`config.mk`:
```
export PLATFORM = sky130hd
export DESIGN_NAME = at2_prep
export DESIGN_NICKNAME = d
export VERILOG_FILES = /design/src/rtl/core/at2_pkg.sv /design/src/rtl/core/at2_prep.sv
export SDC_FILE = /design/constraint.sdc
export NUM_CORES = 1
export LEC_CHECK = 0
export BUFFER_PORTS_ARGS = -buffer_cell sky130_fd_sc_hd__buf_2
export CELL_PAD_IN_SITES_DETAIL_PLACEMENT = 0
export CELL_PAD_IN_SITES_GLOBAL_PLACEMENT = 1
export CORE_MARGIN = 8
export CORE_UTILIZATION = 35
export DETAILED_ROUTE_END_ITERATION = 7
export GPL_ROUTABILITY_DRIVEN = 0
export PLACE_DENSITY_LB_ADDON = 0.1
export SYNTH_ARGS = -nofsm -noshare
export SYNTH_HDL_FRONTEND = slang
export SYNTH_SLANG_ARGS = --single-unit
export TNS_END_PERCENT = 10
```
`constraint.sdc`:
```
create_clock -name clk_i -period 0.9 [get_ports clk_i]
set_clock_uncertainty 0.15 [all_clocks]
set_input_delay 0.135 -clock clk_i [delete_from_list [all_inputs] [get_ports clk_i]]
set_output_delay 0.135 -clock clk_i [all_outputs]
set_load 0.05 [all_outputs]
```
`src/rtl/core/at2_pkg.sv`:
```
// Shared constants, types and rounding helper for the atan2 pipeline.
// Depends on nothing; every other file of the block imports it.
`timescale 1ns / 1ps
package at2_pkg;

  localparam int SAMPLE_WIDTH        = 16;
  localparam int ANGLE_FRACTION_BITS = 13;
  localparam int ANGLE_WIDTH         = ANGLE_FRACTION_BITS + 3;

  localparam int MAG_WIDTH  = SAMPLE_WIDTH;
  localparam int REM_WIDTH  = MAG_WIDTH + 1;
  localparam int RATIO_BITS = 16;
  localparam int SQ_WIDTH   = 2 * RATIO_BITS;
  localparam int POLY_FRAC  = 30;
  localparam int ACC_WIDTH  = 32;
  localparam int WIDE_WIDTH = 64;
  localparam int FOLD_WIDTH = POLY_FRAC + 4;
  localparam int OUT_SHIFT  = POLY_FRAC - ANGLE_FRACTION_BITS;

  localparam int DIV_BITS_PER_STAGE = 4;
  localparam int DIV_STAGES         = RATIO_BITS / DIV_BITS_PER_STAGE;
  localparam int HORNER_STEPS       = 5;
  localparam int POST_STAGES        = 5;

  localparam longint unsigned NANO_SCALE = 64'd1000000000;
  localparam longint unsigned NANO_HALF  = NANO_SCALE / 2;

  localparam longint K5_Q30 = longint'(((64'd13480470 << POLY_FRAC) + NANO_HALF) / NANO_SCALE);
  localparam longint K4_Q30 = longint'(((64'd57477314 << POLY_FRAC) + NANO_HALF) / NANO_SCALE);
  localparam longint K3_Q30 = longint'(((64'd121239071 << POLY_FRAC) + NANO_HALF) / NANO_SCALE);
  localparam longint K2_Q30 = longint'(((64'd195635925 << POLY_FRAC) + NANO_HALF) / NANO_SCALE);
  localparam longint K1_Q30 = longint'(((64'd332994597 << POLY_FRAC) + NANO_HALF) / NANO_SCALE);
  localparam longint K0_Q30 = longint'(((64'd999995630 << POLY_FRAC) + NANO_HALF) / NANO_SCALE);
  localparam longint HALF_PI_Q30 =
    longint'(((64'd1570796327 << POLY_FRAC) + NANO_HALF) / NANO_SCALE);
  localparam longint PI_Q30 =
    longint'(((64'd3141592654 << POLY_FRAC) + NANO_HALF) / NANO_SCALE);

  typedef logic        [MAG_WIDTH-1:0]  mag_t;
  typedef logic        [REM_WIDTH-1:0]  rem_t;
  typedef logic        [RATIO_BITS-1:0] ratio_t;
  typedef logic        [SQ_WIDTH-1:0]   sq_t;
  typedef logic signed [ACC_WIDTH-1:0]  acc_t;
  typedef logic signed [WIDE_WIDTH-1:0] wide_t;
  typedef logic signed [FOLD_WIDTH-1:0] fold_val_t;
  typedef logic signed [ANGLE_WIDTH-1:0] angle_t;

  localparam acc_t HORNER_INIT = ACC_WIDTH'(-K5_Q30);
  localparam acc_t HORNER_K [HORNER_STEPS] = '{
    ACC_WIDTH'(K4_Q30), ACC_WIDTH'(-K3_Q30), ACC_WIDTH'(K2_Q30),
    ACC_WIDTH'(-K1_Q30), ACC_WIDTH'(K0_Q30)
  };

  localparam fold_val_t HALF_PI_F      = FOLD_WIDTH'(HALF_PI_Q30);
  localparam fold_val_t PI_F           = FOLD_WIDTH'(PI_Q30);
  localparam fold_val_t PI_LESS_HALF_F = FOLD_WIDTH'(PI_Q30 - HALF_PI_Q30);

  typedef struct packed {
    logic x_neg;
    logic y_neg;
    logic swap;
  } fold_t;

  typedef struct packed {
    fold_t  fold;
    logic   zero;
    logic   equal;
    rem_t   rem;
    mag_t   dvsr;
    ratio_t quot;
  } div_t;

  typedef struct packed {
    fold_t  fold;
    ratio_t ratio;
    sq_t    sq;
    acc_t   acc;
  } hrn_t;

  // Divide by 2^n, round to nearest, ties away from zero.
  function automatic wide_t rnd_shr(input wide_t v, input int unsigned n);
    wide_t adj;
    adj = v + (64'sd1 <<< (n - 1));
    if (v[WIDE_WIDTH-1]) begin
      adj = adj - 64'sd1;
    end
    return adj >>> n;
  endfunction

endpackage

```
`src/rtl/core/at2_prep.sv`:
```
// Magnitude, octant and divider setup stage of the atan2 pipeline.
// Depends on at2_pkg.
`timescale 1ns / 1ps
module at2_prep import at2_pkg::*; (
  input  logic                    clk_i,
  input  logic                    rst_ni,
  input  logic                    en_i,
  input  logic                    valid_i,
  input  logic [SAMPLE_WIDTH-1:0] x_i,
  input  logic [SAMPLE_WIDTH-1:0] y_i,
  output logic                    valid_o,
  output div_t                    stage_o
);

  mag_t ax, ay, mx, mn;
  div_t stage_d, stage_q;
  logic valid_q;

  always_comb begin
    ax = x_i[SAMPLE_WIDTH-1] ? (~x_i + MAG_WIDTH'(1)) : x_i;
    ay = y_i[SAMPLE_WIDTH-1] ? (~y_i + MAG_WIDTH'(1)) : y_i;
    stage_d.fold.x_neg = x_i[SAMPLE_WIDTH-1];
    stage_d.fold.y_neg = y_i[SAMPLE_WIDTH-1];
    stage_d.fold.swap  = (ay > ax);
    mx = stage_d.fold.swap ? ay : ax;
    mn = stage_d.fold.swap ? ax : ay;
    stage_d.zero  = (mx == '0);
    stage_d.equal = (mn == mx);
    stage_d.rem   = {1'b0, mn};
    stage_d.dvsr  = mx;
    stage_d.quot  = '0;
  end

  always_ff @(posedge clk_i or negedge rst_ni) begin
    if (!rst_ni) begin
      valid_q <= 1'b0;
    end else if (en_i) begin
      valid_q <= valid_i;
    end
  end

  always_ff @(posedge clk_i) begin
    if (en_i) begin
      stage_q <= stage_d;
    end
  end

  assign valid_o = valid_q;
  assign stage_o = stage_q;

endmodule

```
* Word level (Yosys, flattened, before mapping)
Cells that the tools add are included. W data, S select, Z words.
Cells by class: add/subtract/negate cells 2, $lt $le $gt $ge 1, equality and inequality tests 1, multiplexer cells 4, bitwise gates (word level) 2, reductions and logical operators 1
Operator list (number):
- $mux W16 | 4
- $add A16 B1 Y16 const B | 2
- $not A16 Y16 | 2
- $eq A16 B16 Y1 | 1
- $gt A16 B16 Y1 | 1
- $logic_not A16 Y1 | 1
Word-level totals: bits in registers 38, input port bits 36, output and inout bits 55, logic and storage cells 19

* Depth between registers and ports, before layout
Gate-level depths: netlist of run 1.
word-level depth 6, depth in mapped cells 15, mapped depth without buffers 14

* Worst setup path before layout of run 1
Ideal clock, no wire load.
path kind input port to flip-flop, start point input port x_i[9], end point register stage_q (netlist bit stage_o[50]) (data pin), setup time 260 ps, arrival time 3412 ps, data required time 490 ps, setup slack -2922 ps, stages on the path 9, path buffers 0, path through or4_4 -> or4_1 -> or4b_1 -> ha_1 -> and3_1 -> nand3_1 -> o41a_1 -> a211oi_4 -> mux2_2
RTL lines:
- start: declaration | RTL line at2_prep.sv:9 | input logic [SAMPLE_WIDTH-1:0] x_i,
- end signal: assignment | RTL line at2_prep.sv:44 | stage_q <= stage_d;
- end: declaration | RTL line at2_prep.sv:16 | div_t stage_d, stage_q;

* Worst setup path in the final report of run 1
start point input port x_i[9], end point register stage_q (netlist bit stage_o[33]) (data pin)
On the way: longest elaborated chain between the ends 5
Ends and longest elaborated chain:
- $not A16 Y16 | RTL line at2_prep.sv:20 | ax = x_i[SAMPLE_WIDTH-1] ? (~x_i + MAG_WIDTH'(1)) : x_i;
- $add A16 B1 Y16 | RTL line at2_prep.sv:20
- $mux W16 * | RTL line at2_prep.sv:20
- $gt A16 B16 Y1 * | RTL line at2_prep.sv:24 | stage_d.fold.swap = (ay > ax);
- $mux W16 * | RTL line at2_prep.sv:26 | mn = stage_d.fold.swap ? ax : ay;
- named net mn[1] | RTL line at2_prep.sv:15 | mag_t ax, ay, mx, mn;
Mark *: on every way through the listed nets, which the timed path passes. The rest lies on a longest branch. A chain may end at the register's enable or synchronous reset.

==> impl_results.md, run 1 <==
* Drt via density at 4.68
* Final-report max-slew violation count at 0
* I/O pin cnt at 91
* F_max at 0.283 GHz
* Setup repair after global routing missed its margin: true
* Number of distinct library cells after synthesis at 47
* Top layer used by detailed routing: met4
* Clock network power share at 0.199
* Biggest area consumer among synthesized cells: sky130_fd_sc_hd__edfxtp_1
* Crit Path Category: in -> reg
* Horizontal extent of the die at 106 um
* Clock transition at path regs at 0.07 ns
* Int Power at 5370 uW
* Insertion delay to the later sink of the worst-skew pair at 0.28 ns
* Hold Path Class: in -> reg
* Post-layout net count at 506
* Hold slack at -0.0685 ns
* Number of buffers inserted for hold repair after clock tree synthesis at 1
* Switching part of the total power at 0.362
* Final core utilization at 0.619
* Initial core utilization at 0.364
* Final critical path time including I/O delays and setup at 3.53 ns
* Largest fanout on the critical path at 6
* Die height at 106 um
* Gate power share at 0.513
* Synth Area per Inst at 10.9 um2
* Sequential Power Share at 0.288
* Worst slack at placement at -3.10 ns
* Static leakage at 0.00228 uW
* Arrival time at the worst endpoint at 3.51 ns
* Number of vias after detailed routing at 2606
* Number of flops mapped to enable cells by yosys at 37
* Row cnt at 32
* Port Buf Inserts at 73
* Number of buffers added by the clock tree synthesis step at 5
* Iteration-0 DRC count of the detailed router at 97
* Total length of routed wires at 8.36 mm
* Antenna diode count at 0
* Dominant register cell in the synthesized netlist: sky130_fd_sc_hd__edfxtp_1
* Final setup fails at 74
* Fraction of layout instances using a drive strength above 1 at 0.514
* Result of the run: complete, but fails checks
* Root buf cell: sky130_fd_sc_hd__clkbuf_8
* Areal power density over the cells at 1750 nW/um2
* Placeable core region at 7770 um2
* Initial antenna violation count at 0
* Area share of the leading cell type in the synthesized netlist at 0.393
* Maximum number of pins on one net before global-route repair at 28
* Wire length of the first global-routing pass at 13.1 mm
* Remaining global-route overflow at 0
* Peak supply drop at 0.000593 V
* Gr usage total at 0.145
* Final hold vios at 3
* Routed length per placed instance at 15.0 um
* Most numerous cell in the Yosys netlist: sky130_fd_sc_hd__edfxtp_1
* DRT met1 WL at 3.90 mm
* CTS tree: done
* Kind of capture point of the worst setup path: register
* Violations in the final reports: hold timing, setup timing
* Met3 wire len at 332 um
* Sequential-to-total area share from yosys stat at 0.402
* Number of maximum-capacitance violations at 0
* DRC viols at 0
* Period Utilization, post-route at 3.92
* Flip-flop and latch count after synthesis at 38
* Antenna violation net count after detailed routing at 0
* Total die area at 11200 um2
* Filler cell count in the final layout at 661
* Met2 Wirelength at 4.01 mm
* Clock sink count at 38
* Synth Instances at 260
* Pre-Repair DR Iteration Count at 4
* Total number of yosys warnings at 0
* Biggest area contributors in the synthesized netlist: sky130_fd_sc_hd__edfxtp_1 39%, sky130_fd_sc_hd__mux2i_1 11%, sky130_fd_sc_hd__ha_1 7.1%
* Half-perimeter wire length after placement at 6.60 mm
* H-tree depth at 2
* Fraction of registers with async set or reset after synthesis at 0.0263
* Power spent charging and discharging nets at 3050 uW
* Crit start category: primary input
* Vias in the first global route at 2773
* Combined area of all synthesized cells at 2830 um2
* Data required time of the worst path at 0.88 ns
* Post-route worst setup slack at -2.63 ns
* Layout-stage area growth over the synthesis result at 70.0%
* Synth top cells by count: 37 x sky130_fd_sc_hd__edfxtp_1, 32 x sky130_fd_sc_hd__mux2i_1, 22 x sky130_fd_sc_hd__inv_1, 22 x sky130_fd_sc_hd__xor2_1, 17 x sky130_fd_sc_hd__buf_4
* Buffer depth of the longest clock path at 2
## layer usage
layer | track usage | vias up
li1 | - | 1310
met1 | 0.185 | 1215
met2 | 0.247 | 73
met3 | 0.0183 | 8
met4 | 0.0422 | 0
met5 | 0 | -
## cells by family after synthesis
family	Yosys count	synth area share
and+or+nand+nor	61	0.123
AOI/OAI and AO/OA	38	0.103
adders and majority gates	17	0.0743
buffers and inverters	44	0.0889
DFF	38	0.402
muxes	34	0.121
other	1	0.00133
xor gates and xnor gates	27	0.0863
## through the flow
step                      TNS (ns)  instances  power, uW  cell area (um2)  hold WS [ns]
after detailed placement   -107.87        533       5830             4060        -0.240
final                       -97.41        557       8420             4810       -0.0685
after CTS                   -95.98        552       8270             4680       -0.0752
after global placement     -106.99        533       5790             4060        -0.241
after global routing       -102.18        557       8790             4810       -0.0653
after floorplan             -96.14        276       4690             2910        -0.311
## area by class of cell
type,count,area [um2],share of cell area
Sequential cell,38,1140,0.236
Tap cell,102,128,0.0265
Clock buffer,5,68.8,0.0143
Timing Repair Buffer,193,1650,0.342
Inverter,22,82.6,0.0172
Multi-Input combinational cell,194,1680,0.350
Clock inverter,3,63.8,0.0133
## final timing paths
check / from / endpoint / slack [ns] / cells past startpoint
max: x_i[9] / stage_o[33]$_DFFE_PP_ / -2.63 / 12
min: valid_i / valid_o$_DFFE_PN0P_ / -0.07 / 2
max reg2reg: valid_o$_DFFE_PN0P_ / valid_o$_DFFE_PN0P_ / -0.01 / 1
min reg2reg: valid_o$_DFFE_PN0P_ / valid_o$_DFFE_PN0P_ / 0.39 / 1
max in group asynchronous: rst_ni / valid_o$_DFFE_PN0P_ / 0.52 / 2
min in group asynchronous: rst_ni / valid_o$_DFFE_PN0P_ / 0 / 2
## repair_timing
item / CTS / global route
pin swaps: 6 / 8
setup buffers: 8 / 4
endpoints found under the hold margin: 3 / 1
resized for setup: 98 / 14
gates cloned: 2 / 1
endpoints found under the setup margin: 73 / 74
## power by group through the flow
| stage | Sequential [uW] | Combinational (uW) | Clock (uW) |
|---|---|---|---|
| floorplan | 3360 | 1330 | 0 |
| global placement | 2390 | 3400 | 0 |
| detailed placement | 2390 | 3430 | 0 |
| CTS | 2430 | 4120 | 1720 |
| global route | 2450 | 4560 | 1780 |
| finish | 2420 | 4320 | 1680 |
## registers in the layout, indices dropped and copies added, names as in the netlist
signal,cells
valid_o,1
stage_o,37
## worst max-delay path: stages
cell,delay (ns)
sky130_fd_sc_hd__buf_6,0.09
sky130_fd_sc_hd__or4_4,0.54
sky130_fd_sc_hd__or4_4,0.53
sky130_fd_sc_hd__or4b_4,0.52
sky130_fd_sc_hd__ha_4,0.29
sky130_fd_sc_hd__and3_4,0.18
sky130_fd_sc_hd__nand3_2,0.08
sky130_fd_sc_hd__o41a_1,0.36
sky130_fd_sc_hd__a211oi_4,0.22
sky130_fd_sc_hd__buf_6,0.19
sky130_fd_sc_hd__buf_12,0.14
sky130_fd_sc_hd__mux2i_2,0.22
## layout by cell type, fill, tap and decap left out, types with 4 or more instances in the layout
master,instances
sky130_fd_sc_hd__buf_2,33
sky130_fd_sc_hd__nor2b_1,4
sky130_fd_sc_hd__buf_12,4
sky130_fd_sc_hd__o21ai_0,6
sky130_fd_sc_hd__buf_6,43
sky130_fd_sc_hd__nor2_1,6
sky130_fd_sc_hd__edfxtp_1,37
sky130_fd_sc_hd__inv_1,22
sky130_fd_sc_hd__ha_1,14
sky130_fd_sc_hd__conb_1,17
sky130_fd_sc_hd__nor3_1,4
sky130_fd_sc_hd__o31ai_1,5
sky130_fd_sc_hd__mux2i_1,29
sky130_fd_sc_hd__or3_4,4
sky130_fd_sc_hd__xor2_1,20
sky130_fd_sc_hd__nand4_1,7
sky130_fd_sc_hd__nand2_1,11
sky130_fd_sc_hd__a21o_1,6
sky130_fd_sc_hd__clkbuf_8,5
sky130_fd_sc_hd__buf_4,108
Power figures use the tool's default switching activity.
==> inputs of run 2 (changes only) <==
--- a/config.mk
+++ b/config.mk
@@ -9,7 +9,7 @@
 export CELL_PAD_IN_SITES_DETAIL_PLACEMENT = 0
 export CELL_PAD_IN_SITES_GLOBAL_PLACEMENT = 1
 export CORE_MARGIN = 8
-export CORE_UTILIZATION = 35
+export CORE_UTILIZATION = 39
 export DETAILED_ROUTE_END_ITERATION = 7
 export GPL_ROUTABILITY_DRIVEN = 0
 export PLACE_DENSITY_LB_ADDON = 0.1
==> constraint.sdc (replaced) <==
create_clock -name clk_i -period 3.7 [get_ports clk_i]
set_clock_uncertainty 0.15 [all_clocks]
set_input_delay 0.555 -clock clk_i [delete_from_list [all_inputs] [get_ports clk_i]]
set_output_delay 0.555 -clock clk_i [all_outputs]
set_load 0.05 [all_outputs]
==> run 2 against run 1 <==
Effect of this change:
- non-clock buffer count down 26
- highest routed layer unchanged
- first-iteration DRC count grew 12%
- die area decreased by 8.7%
- final cell count shrank 5.2%
- setup slack better by 2.4 ns
- largest cell class unchanged
- the flow finishes with violations (setup timing)
- global-route usage rose by 1.3 points
- critical path type unchanged
- register-to-register slack gained 2.8 ns
==> impl_results.md, run 2 (synthesis results as in run 1) <==
* Result of the run: complete, but fails checks
* Violations in the final reports: setup timing
* Met2 Wirelength at 3.90 mm (-2.6%)
* Largest fanout on the critical path at 4 (-2)
* Drt via density at 4.77 (+1.9%)
* Hold slack at 0.337 ns (+0.406 ns)
* Arrival time at the worst endpoint at 3.85 ns (+0.34 ns)
* Final-layout setup total negative slack at -6.00 ns (+91.42 ns)
* Horizontal extent of the die at 101 um (-4.5%)
* Total chip power at 1890 uW (-78%)
* Iteration-0 DRC count of the detailed router at 109 (+12%)
* Port Buf Inserts at 73 (unchanged)
* Die height at 101 um (-4.5%)
* Layout-stage area growth over the synthesis result at 51.4%
* Area of the multi-input gates at 1660 um2 (-1.4%)
* Final hold vios at 0 (-3)
* Final core utilization at 0.600 (-0.0191)
* Insertion delay to the later sink of the worst-skew pair at 0.29 ns (about the same)
* Crit Path Category: in -> reg
* Total die area at 10200 um2 (-8.7%)
* Antenna diode count at 0 (unchanged)
* Max FFs per register at 37 (unchanged)
* Slew at the pin with the worst max-slew slack at 0.861 ns
* Most common library cell in the layout ignoring fill and taps: sky130_fd_sc_hd__buf_4
* Hold Path Class: in -> reg
* Initial antenna violation count at 0 (unchanged)
* Clock transition at path regs at 0.07 ns (about the same)
* Buffer depth of the longest clock path at 2 (unchanged)
* Root buf cell: sky130_fd_sc_hd__clkbuf_8
* Pre-Repair DR Iteration Count at 4 (unchanged)
* Post-route non-filler standard cell count at 528 (-5.2%)
* Setup repair after global routing missed its margin: true
* Clock sink count at 38 (unchanged)
* Peak supply drop at 0.000204 V (-66%)
* Data required time of the worst path at 3.60 ns (+2.72 ns)
* Kind of capture point of the worst setup path: register
* Placeable core region at 7140 um2 (-8.1%)
* Sequential cell area in the final layout at 1140 um2 (unchanged)
* Worst rel slew slack at 0.426
* Maximum number of pins on one net before global-route repair at 39 (+39%)
* Number of vias after detailed routing at 2518 (-3.4%)
* Top library cells by usage in the layout, fill and taps aside: 88 x sky130_fd_sc_hd__buf_4, 71 x sky130_fd_sc_hd__buf_2, 37 x sky130_fd_sc_hd__edfxtp_1
* DRT met1 WL at 3.69 mm (-5.4%)
* Number of maximum-capacitance violations at 0 (unchanged)
* Remaining global-route overflow at 0 (unchanged)
* Vias in the first global route at 2620 (-5.5%)
* Initial core utilization at 0.396 (+0.0322)
* Final critical path time including I/O delays and setup at 3.95 ns
* Half-perimeter wire length after placement at 6.39 mm (-3.3%)
* Fraction of layout instances using a drive strength above 1 at 0.480 (-0.0341)
* CTS tree: done
* Post-layout net count at 480 (-5.1%)
* Routed length per placed instance at 15.1 um (+0.84%)
* Placed cell count at 510 (-4.3%)
* Top layer used by detailed routing: met4
* I/O pin cnt at 91 (unchanged)
* Period Utilization, post-route at 1.07
* Row cnt at 31 (-3.1%)
* Static leakage at 0.00205 uW (-10%)
* Crit start category: primary input
* Post-route worst setup slack at -0.251 ns (+2.38 ns)
* Final setup fails at 33 (-55%)
* Areal power density over the cells at 442 nW/um2 (-75%)
* Wire length of the first global-routing pass at 12.7 mm (-2.8%)
* F_max at 0.253 GHz
* Met3 wire len at 355 um (+6.9%)
* Final-report max-slew violation count at 0 (unchanged)
* H-tree depth at 2 (unchanged)
* Gr usage total at 0.158 (+0.0131)
* Antenna violation net count after detailed routing at 0 (unchanged)
* Number of buffers added by the clock tree synthesis step at 5 (unchanged)
* Total length of routed wires at 7.99 mm (-4.4%)
* Filler cell count in the final layout at 666 (+0.76%)
* DRC viols at 0 (unchanged)
## run 2: final timing paths
| check | start | end | slack, ns | cells after the start |
|---|---|---|---|---|
| max in group asynchronous | rst_ni | valid_o$_DFFE_PN0P_ | 2.91 | 2 |
| min reg2reg | valid_o$_DFFE_PN0P_ | valid_o$_DFFE_PN0P_ | 0.36 | 1 |
| max | x_i[9] | stage_o[50]$_DFFE_PP_ | -0.25 | 11 |
| min | valid_i | valid_o$_DFFE_PN0P_ | 0.34 | 2 |
| min in group asynchronous | rst_ni | valid_o$_DFFE_PN0P_ | 0.41 | 2 |
| max reg2reg | valid_o$_DFFE_PN0P_ | valid_o$_DFFE_PN0P_ | 2.81 | 1 |
## run 2: repair_timing
action / in CTS / in global routing
gates resized for setup: 13 / 16
endpoints found under the hold margin: 1 / 0
setup endpoints to repair: 33 / 34
gates cloned: 2 / 0
setup buffers: 3 / 4
pin swaps: 2 / 5
hold buffers: 1 / 0
## run 2: per-layer routing
| metal | track usage | vias up |
|---|---|---|
| li1 | - | 1266 |
| met1 | 0.208 | 1182 |
| met2 | 0.262 | 66 |
| met3 | 0.0261 | 4 |
| met4 | 0.0378 | 0 |
| met5 | 0 | - |
## run 2: final cells by class
cell class              instances  share of cell area
flip-flops and latches         38               0.265
clock inverters                 3              0.0149
inverters                      22              0.0193
repair buffers                167               0.268
multi-input cells             194               0.388
clock buffers                   5              0.0161
well taps                      99              0.0289
## run 2: metrics by stage
stage	worst slack, ns	instance area [um2]
CTS	-0.243	4160
finish	-0.251	4280
floorplan	-0.440	2910
global placement	-0.776	3880
global route	-0.369	4280
detailed placement	-0.774	3880
## run 2: critical path, stage by stage
cell	delay, ns
sky130_fd_sc_hd__buf_6	0.09
sky130_fd_sc_hd__or4_4	0.55
sky130_fd_sc_hd__or4_4	0.52
sky130_fd_sc_hd__or4b_4	0.53
sky130_fd_sc_hd__ha_4	0.29
sky130_fd_sc_hd__and3_4	0.18
sky130_fd_sc_hd__nand3_2	0.08
sky130_fd_sc_hd__o41a_1	0.36
sky130_fd_sc_hd__a211oi_4	0.19
sky130_fd_sc_hd__buf_6	0.18
sky130_fd_sc_hd__mux2_4	0.31
## run 2: power breakdown
part | total (uW) | internal (uW) | switching [uW] | leakage, uW
clock network | 419 | 267 | 152 | 0.0000658
logic | 901 | 348 | 553 | 0.00161
registers | 573 | 559 | 13.3 | 0.000373
total | 1890 | 1170 | 718 | 0.00205
